**src/sv/stsnap_pkg.sv**
```systemverilog
// package: default sizes and operation codes for the sorted transaction id snapshot table
`default_nettype none

package stsnap_pkg;

	localparam int unsigned TABLE_DEPTH_DEF = 64;
	localparam int unsigned ID_WIDTH_DEF    = 48;

	localparam int unsigned OP_W = 2;

	localparam logic [OP_W-1:0] OP_CLEAR  = 2'd0;
	localparam logic [OP_W-1:0] OP_INSERT = 2'd1;
	localparam logic [OP_W-1:0] OP_QUERY  = 2'd2;
	localparam logic [OP_W-1:0] OP_READ   = 2'd3;

endpackage

`default_nettype wire

```
**src/sv/stsnap_ram.sv**
```systemverilog
// simple dual port memory holding the sorted ids, one write and one registered read port
`default_nettype none

module stsnap_ram #(
	parameter int unsigned DEPTH = stsnap_pkg::TABLE_DEPTH_DEF,
	parameter int unsigned WIDTH = stsnap_pkg::ID_WIDTH_DEF,
	localparam int unsigned AW = (DEPTH > 1) ? $clog2(DEPTH) : 1
) (
	input  wire logic             clk,
	input  wire logic             we,
	input  wire logic [AW-1:0]    waddr,
	input  wire logic [WIDTH-1:0] wdata,
	input  wire logic             re,
	input  wire logic [AW-1:0]    raddr,
	output logic      [WIDTH-1:0] rdata
);

	logic [WIDTH-1:0] mem [DEPTH];

	always_ff @(posedge clk) begin
		if (we) begin
			mem[waddr] <= wdata;
		end
	end

	always_ff @(posedge clk) begin
		if (re) begin
			rdata <= mem[raddr];
		end
	end

endmodule

`default_nettype wire

```
**src/sv/sorted_txn_id_snapshot_table.sv**
```systemverilog
// top level: sequencer over the id memory with the result register
//
// Request channel (req_valid / req_stall) carries one transaction: operation, value, index.
// Response channel (rsp_valid / rsp_stall) returns one transaction per request:
// result_value, entry_count and overflow.
// operations: clear starts a view (both limits set, table emptied), insert places an id
// after any equal ids and lowers the up limit, query returns the first id above a limit
// or the low limit, read returns the entry at an index (0 beyond the count).
// States from acceptance to the result register, with no stall on the response side:
//   clear, full insert, insert into an empty table, empty query, read beyond count: S_START
//   read: S_START issues the memory read, S_RD returns the entry
//   query: S_START, then S_QRY examines entries in order (at most entry_count)
//   insert: S_START, then S_INS shifts entries up by one (at most entry_count), S_INS0 if all move
// The query and insert walks read one memory entry per cycle on the read port unless a
// stalled response holds them; on insert the write port moves the previous entry up.
// Only one request is in progress at a time; a new one is accepted as soon as the
// previous result sits in the response register, even while that is stalled.
// A stalled response freezes the sequencer until the register can take the next result.
// After reset the table is empty and both limits are zero; the memory needs no clearing.
`default_nettype none

module sorted_txn_id_snapshot_table #(
	parameter int unsigned TABLE_DEPTH = stsnap_pkg::TABLE_DEPTH_DEF,
	parameter int unsigned ID_WIDTH    = stsnap_pkg::ID_WIDTH_DEF,
	localparam int unsigned AW = (TABLE_DEPTH > 1) ? $clog2(TABLE_DEPTH) : 1,
	localparam int unsigned CW = $clog2(TABLE_DEPTH + 1)
) (
	input  wire logic                       clk,
	input  wire logic                       arst_n,
	input  wire logic                       req_valid,
	output logic                            req_stall,
	input  wire logic [stsnap_pkg::OP_W-1:0] operation,
	input  wire logic [ID_WIDTH-1:0]        value,
	input  wire logic [AW-1:0]              index,
	output logic                            rsp_valid,
	input  wire logic                       rsp_stall,
	output logic      [ID_WIDTH-1:0]        result_value,
	output logic      [CW-1:0]              entry_count,
	output logic                            overflow
);

	localparam logic [2:0] S_IDLE  = 3'd0;
	localparam logic [2:0] S_START = 3'd1;
	localparam logic [2:0] S_INS   = 3'd2;
	localparam logic [2:0] S_INS0  = 3'd3;
	localparam logic [2:0] S_QRY   = 3'd4;
	localparam logic [2:0] S_RD    = 3'd5;

	logic [2:0]                  state_q, state_d;
	logic [stsnap_pkg::OP_W-1:0] op_q;
	logic [ID_WIDTH-1:0]         val_q;
	logic [AW-1:0]               idx_q;
	logic [CW-1:0]               count_q, count_d;
	logic [ID_WIDTH-1:0]         low_q, low_d;
	logic [ID_WIDTH-1:0]         up_q, up_d;
	logic [ID_WIDTH-1:0]         head_q, head_d;
	logic [AW-1:0]               d_q, d_d;

	logic                        we, re;
	logic [AW-1:0]               waddr, raddr;
	logic [ID_WIDTH-1:0]         wdata, rdata;

	logic                        fin, fin_ovf;
	logic [ID_WIDTH-1:0]         fin_value;
	logic                        can_load, accept;
	logic [ID_WIDTH-1:0]         ins_head, ins_up;
	logic [CW-1:0]               last_idx;

	logic                        rsp_valid_q;
	logic [ID_WIDTH-1:0]         result_value_q;
	logic [CW-1:0]               entry_count_q;
	logic                        overflow_q;

	stsnap_ram #(
		.DEPTH(TABLE_DEPTH),
		.WIDTH(ID_WIDTH)
	) u_ram (
		.clk  (clk),
		.we   (we),
		.waddr(waddr),
		.wdata(wdata),
		.re   (re),
		.raddr(raddr),
		.rdata(rdata)
	);

	assign req_stall = (state_q != S_IDLE);
	assign accept    = req_valid && !req_stall;
	assign can_load  = !rsp_valid_q || !rsp_stall;

	// smallest entry and up limit once the pending id is in
	assign ins_head = ((count_q == '0) || (val_q < head_q)) ? val_q : head_q;
	assign ins_up   = (ins_head < up_q) ? ins_head : up_q;
	assign last_idx = count_q - CW'(1);

	always_comb begin
		state_d   = state_q;
		count_d   = count_q;
		low_d     = low_q;
		up_d      = up_q;
		head_d    = head_q;
		d_d       = d_q;
		we        = 1'b0;
		waddr     = AW'(d_q + AW'(1));
		wdata     = rdata;
		re        = 1'b0;
		raddr     = d_q;
		fin       = 1'b0;
		fin_value = up_q;
		fin_ovf   = 1'b0;
		case (state_q)
			S_IDLE: begin
				if (req_valid) begin
					state_d = S_START;
				end
			end
			S_START: begin
				if (can_load) begin
					case (op_q)
						stsnap_pkg::OP_CLEAR: begin
							low_d     = val_q;
							up_d      = val_q;
							count_d   = '0;
							fin       = 1'b1;
							fin_value = val_q;
						end
						stsnap_pkg::OP_INSERT: begin
							if (count_q == CW'(TABLE_DEPTH)) begin
								fin     = 1'b1;
								fin_ovf = 1'b1;
							end else if (count_q == '0) begin
								we        = 1'b1;
								waddr     = '0;
								wdata     = val_q;
								count_d   = CW'(1);
								head_d    = ins_head;
								up_d      = ins_up;
								fin       = 1'b1;
								fin_value = ins_up;
							end else begin
								re      = 1'b1;
								raddr   = last_idx[AW-1:0];
								d_d     = last_idx[AW-1:0];
								state_d = S_INS;
							end
						end
						stsnap_pkg::OP_QUERY: begin
							if (count_q == '0) begin
								fin       = 1'b1;
								fin_value = low_q;
							end else begin
								re      = 1'b1;
								raddr   = '0;
								d_d     = '0;
								state_d = S_QRY;
							end
						end
						stsnap_pkg::OP_READ: begin
							if (CW'(idx_q) < count_q) begin
								re      = 1'b1;
								raddr   = idx_q;
								state_d = S_RD;
							end else begin
								fin       = 1'b1;
								fin_value = '0;
							end
						end
						default: begin
							fin = 1'b1;
						end
					endcase
				end
			end
			S_INS: begin
				if (can_load) begin
					we = 1'b1;
					if (rdata > val_q) begin
						// shift this entry up by one
						if (d_q == '0) begin
							state_d = S_INS0;
						end else begin
							re    = 1'b1;
							raddr = AW'(d_q - AW'(1));
							d_d   = AW'(d_q - AW'(1));
						end
					end else begin
						wdata     = val_q;
						count_d   = count_q + CW'(1);
						head_d    = ins_head;
						up_d      = ins_up;
						fin       = 1'b1;
						fin_value = ins_up;
					end
				end
			end
			S_INS0: begin
				if (can_load) begin
					we        = 1'b1;
					waddr     = '0;
					wdata     = val_q;
					count_d   = count_q + CW'(1);
					head_d    = ins_head;
					up_d      = ins_up;
					fin       = 1'b1;
					fin_value = ins_up;
				end
			end
			S_QRY: begin
				if (can_load) begin
					if (rdata > val_q) begin
						fin       = 1'b1;
						fin_value = rdata;
					end else if (CW'(d_q) == last_idx) begin
						fin       = 1'b1;
						fin_value = low_q;
					end else begin
						re    = 1'b1;
						raddr = AW'(d_q + AW'(1));
						d_d   = AW'(d_q + AW'(1));
					end
				end
			end
			S_RD: begin
				if (can_load) begin
					fin       = 1'b1;
					fin_value = rdata;
				end
			end
			default: begin
				state_d = S_IDLE;
			end
		endcase
		if (fin) begin
			state_d = S_IDLE;
		end
	end

	always_ff @(posedge clk or negedge arst_n) begin
		if (!arst_n) begin
			state_q     <= S_IDLE;
			count_q     <= '0;
			low_q       <= '0;
			up_q        <= '0;
			rsp_valid_q <= 1'b0;
		end else begin
			state_q <= state_d;
			count_q <= count_d;
			low_q   <= low_d;
			up_q    <= up_d;
			if (can_load) begin
				rsp_valid_q <= fin;
			end
		end
	end

	// request and walk registers
	always_ff @(posedge clk) begin
		if (accept) begin
			op_q  <= operation;
			val_q <= value;
			idx_q <= index;
		end
		head_q <= head_d;
		d_q    <= d_d;
	end

	// response register
	always_ff @(posedge clk) begin
		if (fin) begin
			result_value_q <= fin_value;
			entry_count_q  <= count_d;
			overflow_q     <= fin_ovf;
		end
	end

	assign rsp_valid    = rsp_valid_q;
	assign result_value = result_value_q;
	assign entry_count  = entry_count_q;
	assign overflow     = overflow_q;

endmodule

`default_nettype wire

```
**config.mk**
```make
export PLATFORM = sky130hd
export DESIGN_NAME = sorted_txn_id_snapshot_table
export DESIGN_NICKNAME = d
export VERILOG_FILES = /design/src/sv/stsnap_pkg.sv /design/src/sv/stsnap_ram.sv /design/src/sv/sorted_txn_id_snapshot_table.sv
export SDC_FILE = /design/constraint.sdc
export NUM_CORES = 2
export LEC_CHECK = 0
export BUFFER_PORTS_ARGS = -buffer_cell sky130_fd_sc_hd__buf_2
export CAP_MARGIN = 15
export CORE_ASPECT_RATIO = 1.1
export CORE_MARGIN = 3
export CORE_UTILIZATION = 25
export CTS_CLUSTER_SIZE = 28
export DETAILED_ROUTE_END_ITERATION = 8
export HOLD_SLACK_MARGIN = 0.15
export PLACE_DENSITY = 0.43
export SYNTH_ARGS = -nofsm -noshare
export SYNTH_HDL_FRONTEND = slang
export SYNTH_SLANG_ARGS = --single-unit
```
**constraint.sdc**
```tcl
create_clock -name clk -period 9 [get_ports clk]
set_input_delay 1.8 -clock clk [delete_from_list [all_inputs] [get_ports clk]]
set_output_delay 1.8 -clock clk [all_outputs]
set_load 0.05 [all_outputs]
```
==> reports/results.txt <==
Status - completed
Switching power - 30.7 mW
Skew-Pair Late Insertion Delay - 1.02 ns
Port Buffer Count - 117
Clk pwr share - 21.2%
Layout Utilization - 29.3%
Clock Skew - 0.0914 ns
# Max-Cap Violations - 0
Power Density - 423 mW/mm^2
# rows - 290
# Post-CTS Setup Buffers - 0
Most Frequent Cell on Critical Path - buf_4
Starting Density - 25.1%
Post-route ant nets - 0
Sequential Power Share - 31.8%
NumNets Final - 9483
Die W - 727 um
Post-synthesis average cell area - 15.6 sq um
Max Root-Sink Buffers - 4
P&R area growth vs syn - 16.5%
Layer with the highest usage - met2
Max IR drop VDD - 452 uV
Drt pass-1 iters - 6
Distinct cells, synth - 78
Register area share after synthesis - 70.9%
H-Tree Depth - 5
Worst slew margin - 16.9%
Wire per inst - 28.7 um
Met1 usage - 21.8%
CTS buffer count - 363
DRC violations left - 0
Startpoint Class - flip-flop
Syn_nets - 9395
Post-CTS Resized - 0
TritonCTS Sinks - 3393
Clock-pin slew on the worst setup and hold paths - 0.06 ns
Vias/cell - 5.19
Synthesized cell area - 0.143 sq mm
Placed insts - 16500
DRT iter0 DRCs - 9366
Worst slew pin tran - 1.24 ns
CP arrival - 8.51 ns
DP Wirelength - 282000 um
Vias in the first global route - 88700
CP peak stage delay - 0.75 ns
Synth Register Bits - 3393
Crit share post-route - 87.6%
Crit-path leading delay family - simple AND/OR/NAND/NOR gates
Async SR Flop Fraction - 3.15%
Max Clk Rate - 127 MHz
Crit-path cells - inv_1 -> ha_1 -> nand4_1 -> nor4_1 -> buf_4 -> nand4b_1 -> o21bai_1 -> o22ai_1 -> buf_4 -> o211ai_1 -> nand3_4 -> nand2_8 -> buf_12 -> buf_4 -> mux4_2 -> a32oi_1 -> and4_1 -> nand4_1
Hold Path Class - flip-flop to flip-flop
Post-Syn Instances - 9183
EDFF count, synth - 3286
Setup TNS - 0 ns
Layout Cells excl Fill - 17200
Final Max Tran Viols - 0
Synth warnings - 0
Fillers - 56400
Sw Ratio - 43.6%
Initial antenna violation count - 25
Drt total wl - 493000 um
CTS Hold Bufs - 0
Logic pwr share - 47.1%
WS Path Type - flip-flop to flip-flop
RSZ-0062 raised after global routing - no
Clock root cell - clkbuf_16
Die Y-Extent - 799 um
Via Count - 89200
DIE AREA - 0.581 sq mm
Placer congestion estimate - 0.831
Critical Path RT - 9.63 ns
Crit. End Element - flip-flop
Crit-path max FO - 28
CP Buf/Inv Count - 5
P_int - 39.7 mW
Pin count of the biggest net entering global routing - 158
First-pass GRT wire length - 694000 um
Hold WS - 0.510 ns
Core area - 0.568 sq mm
Grt met2 use - 27.5%
CTS tree - done
Final setup vio count - 0
Slowest stage cell, crit path - nor4_1
Main synth FF type - edfxtp_1
Ports - 118
Met3 GRT Util - 2.54%
Leakage - 51.9 nW
Hold Violations, Final - 0
Period minus WS final - 7.89 ns
Layout cells sized above 1 - 16.5%
Grt total ovfl - 0
Gr usage total - 16.4%
## final cells by class
cell class	count	area [sq um]	share of cell area [%]
well taps	7592	9500	5.71
repair buffers	516	5030	3.02
multi-input cells	4836	38300	23.0
flip-flops and latches	3393	101000	60.9
diodes	9	22.5	0.0135
clock inverters	202	2050	1.23
inverters	161	604	0.363
clock buffers	456	9580	5.76
## Yosys cell counts, drive strengths merged, types with 17 or more instances
library cell | n | area share [%]
a21o | 51 | 0.27
o22ai | 102 | 0.45
a32oi | 96 | 0.59
clkbuf | 582 | 1.5
inv | 160 | 0.42
mux2i | 368 | 2.6
nor4 | 54 | 0.25
nand3 | 624 | 2.2
ha | 152 | 1.3
o211ai | 64 | 0.34
o221a | 47 | 0.37
a221oi | 52 | 0.32
o21ai | 966 | 3.4
or4 | 45 | 0.24
mux2 | 50 | 0.39
buf | 211 | 0.86
nand4 | 80 | 0.35
and3 | 24 | 0.11
a31oi | 17 | 0.074
nor2b | 60 | 0.26
a211oi | 681 | 3.6
and4 | 49 | 0.30
edfxtp | 3286 | 69
a21oi | 168 | 0.59
dfrtp | 107 | 1.9
nor2 | 189 | 0.50
a22oi | 43 | 0.23
mux4 | 336 | 5.3
nor3 | 26 | 0.091
a32o | 42 | 0.29
nand2 | 238 | 0.63
o41ai | 103 | 0.63
## state kept, by name, indices dropped and copies added, names as in the netlist, 2 cells and up
| signal | cells |
|---|---|
| entry_count | 7 |
| d_q | 6 |
| count_q | 7 |
| idx_q | 6 |
| head_q | 48 |
| state_q | 3 |
| u_ram.mem | 3072 |
| low_q | 48 |
| op_q | 2 |
| up_q | 48 |
| u_ram.rdata | 48 |
| result_value | 48 |
| val_q | 48 |
## layer usage
metal,part of all wire [%],wire [um]
met5,0,0
met4,2.9,14500
met3,6.4,31400
met2,48,238000
met1,42,210000
## path summary, 6_finish.rpt
check	startpoint	end	slack (ns)	depth (start not counted)
min	low_q[33]	low_q[33]	0.51	2
min in group asynchronous	arst_n	state_q[0]	0.77	1
max	val_q[14]	u_ram.rdata[0]	1.11	18
max in group asynchronous	arst_n	low_q[34]	6.36	3
max reg2reg	val_q[14]	u_ram.rdata[0]	1.11	18
min reg2reg	low_q[33]	low_q[33]	0.51	2
## per-stage QoR
| step | instance area (sq um) | setup WS (ns) | total power [mW] |
|---|---|---|---|
| floorplan | 143000 | 1.76 | 41.0 |
| global placement | 155000 | 1.30 | 55.4 |
| detailed placement | 155000 | 1.28 | 55.8 |
| CTS | 166000 | 1.28 | 70.8 |
| global route | 166000 | 0.913 | 73.5 |
| finish | 166000 | 1.11 | 70.4 |
## logic make-up after synthesis
group	count (synthesis)	share of synthesized area (%)
AOI/OAI and AO/OA	2475	11.4
xor gates and xnor gates	19	0.126
adders and majority gates	152	1.33
buffers and inverters	954	2.82
DFF	3393	70.9
muxes	754	8.27
and+or+nand+nor	1436	5.15
## placed cells by master (no fill, tap or decap), types with 48 or more instances in the layout
master,count
edfxtp_1,3286
o21ai_0,960
a211oi_1,679
nand3_1,623
mux2i_1,367
clkbuf_16,367
mux4_2,336
buf_4,285
nand2_1,232
a21oi_1,165
inv_1,160
ha_1,152
nor2_1,122
buf_2,116
buf_12,114
dfrtp_1,107
o41ai_1,103
o22ai_1,101
a32oi_1,96
clkbuf_1,83
nand4_1,80
clkinv_1,74
nor2_4,66
o211ai_1,64
nor2b_1,59
clkinv_2,57
a221oi_1,52
a21o_1,51
nor4_1,51
mux2_2,48
and4_1,48
## worst reg2reg max path, delay by kind of cell (launching register included)
kind	cells	cell delay, ns
and+or+nand+nor	7	3.25
adders and majority gates	1	0.32
AOI/OAI and AO/OA	4	1.49
DFF	1	0.56
muxes	1	0.53
buffers and inverters	5	1.37
## power by group through the flow
stage               combinational (mW)  clock [mW]  sequential (mW)
detailed placement                33.1           0             22.7
global placement                  32.8           0             22.6
floorplan                         18.4           0             22.6
global route                      35.2        15.9             22.4
finish                            33.1        14.9             22.4
CTS                               33.2        15.3             22.3
No activity file was read; power rests on OpenSTA's default activity.
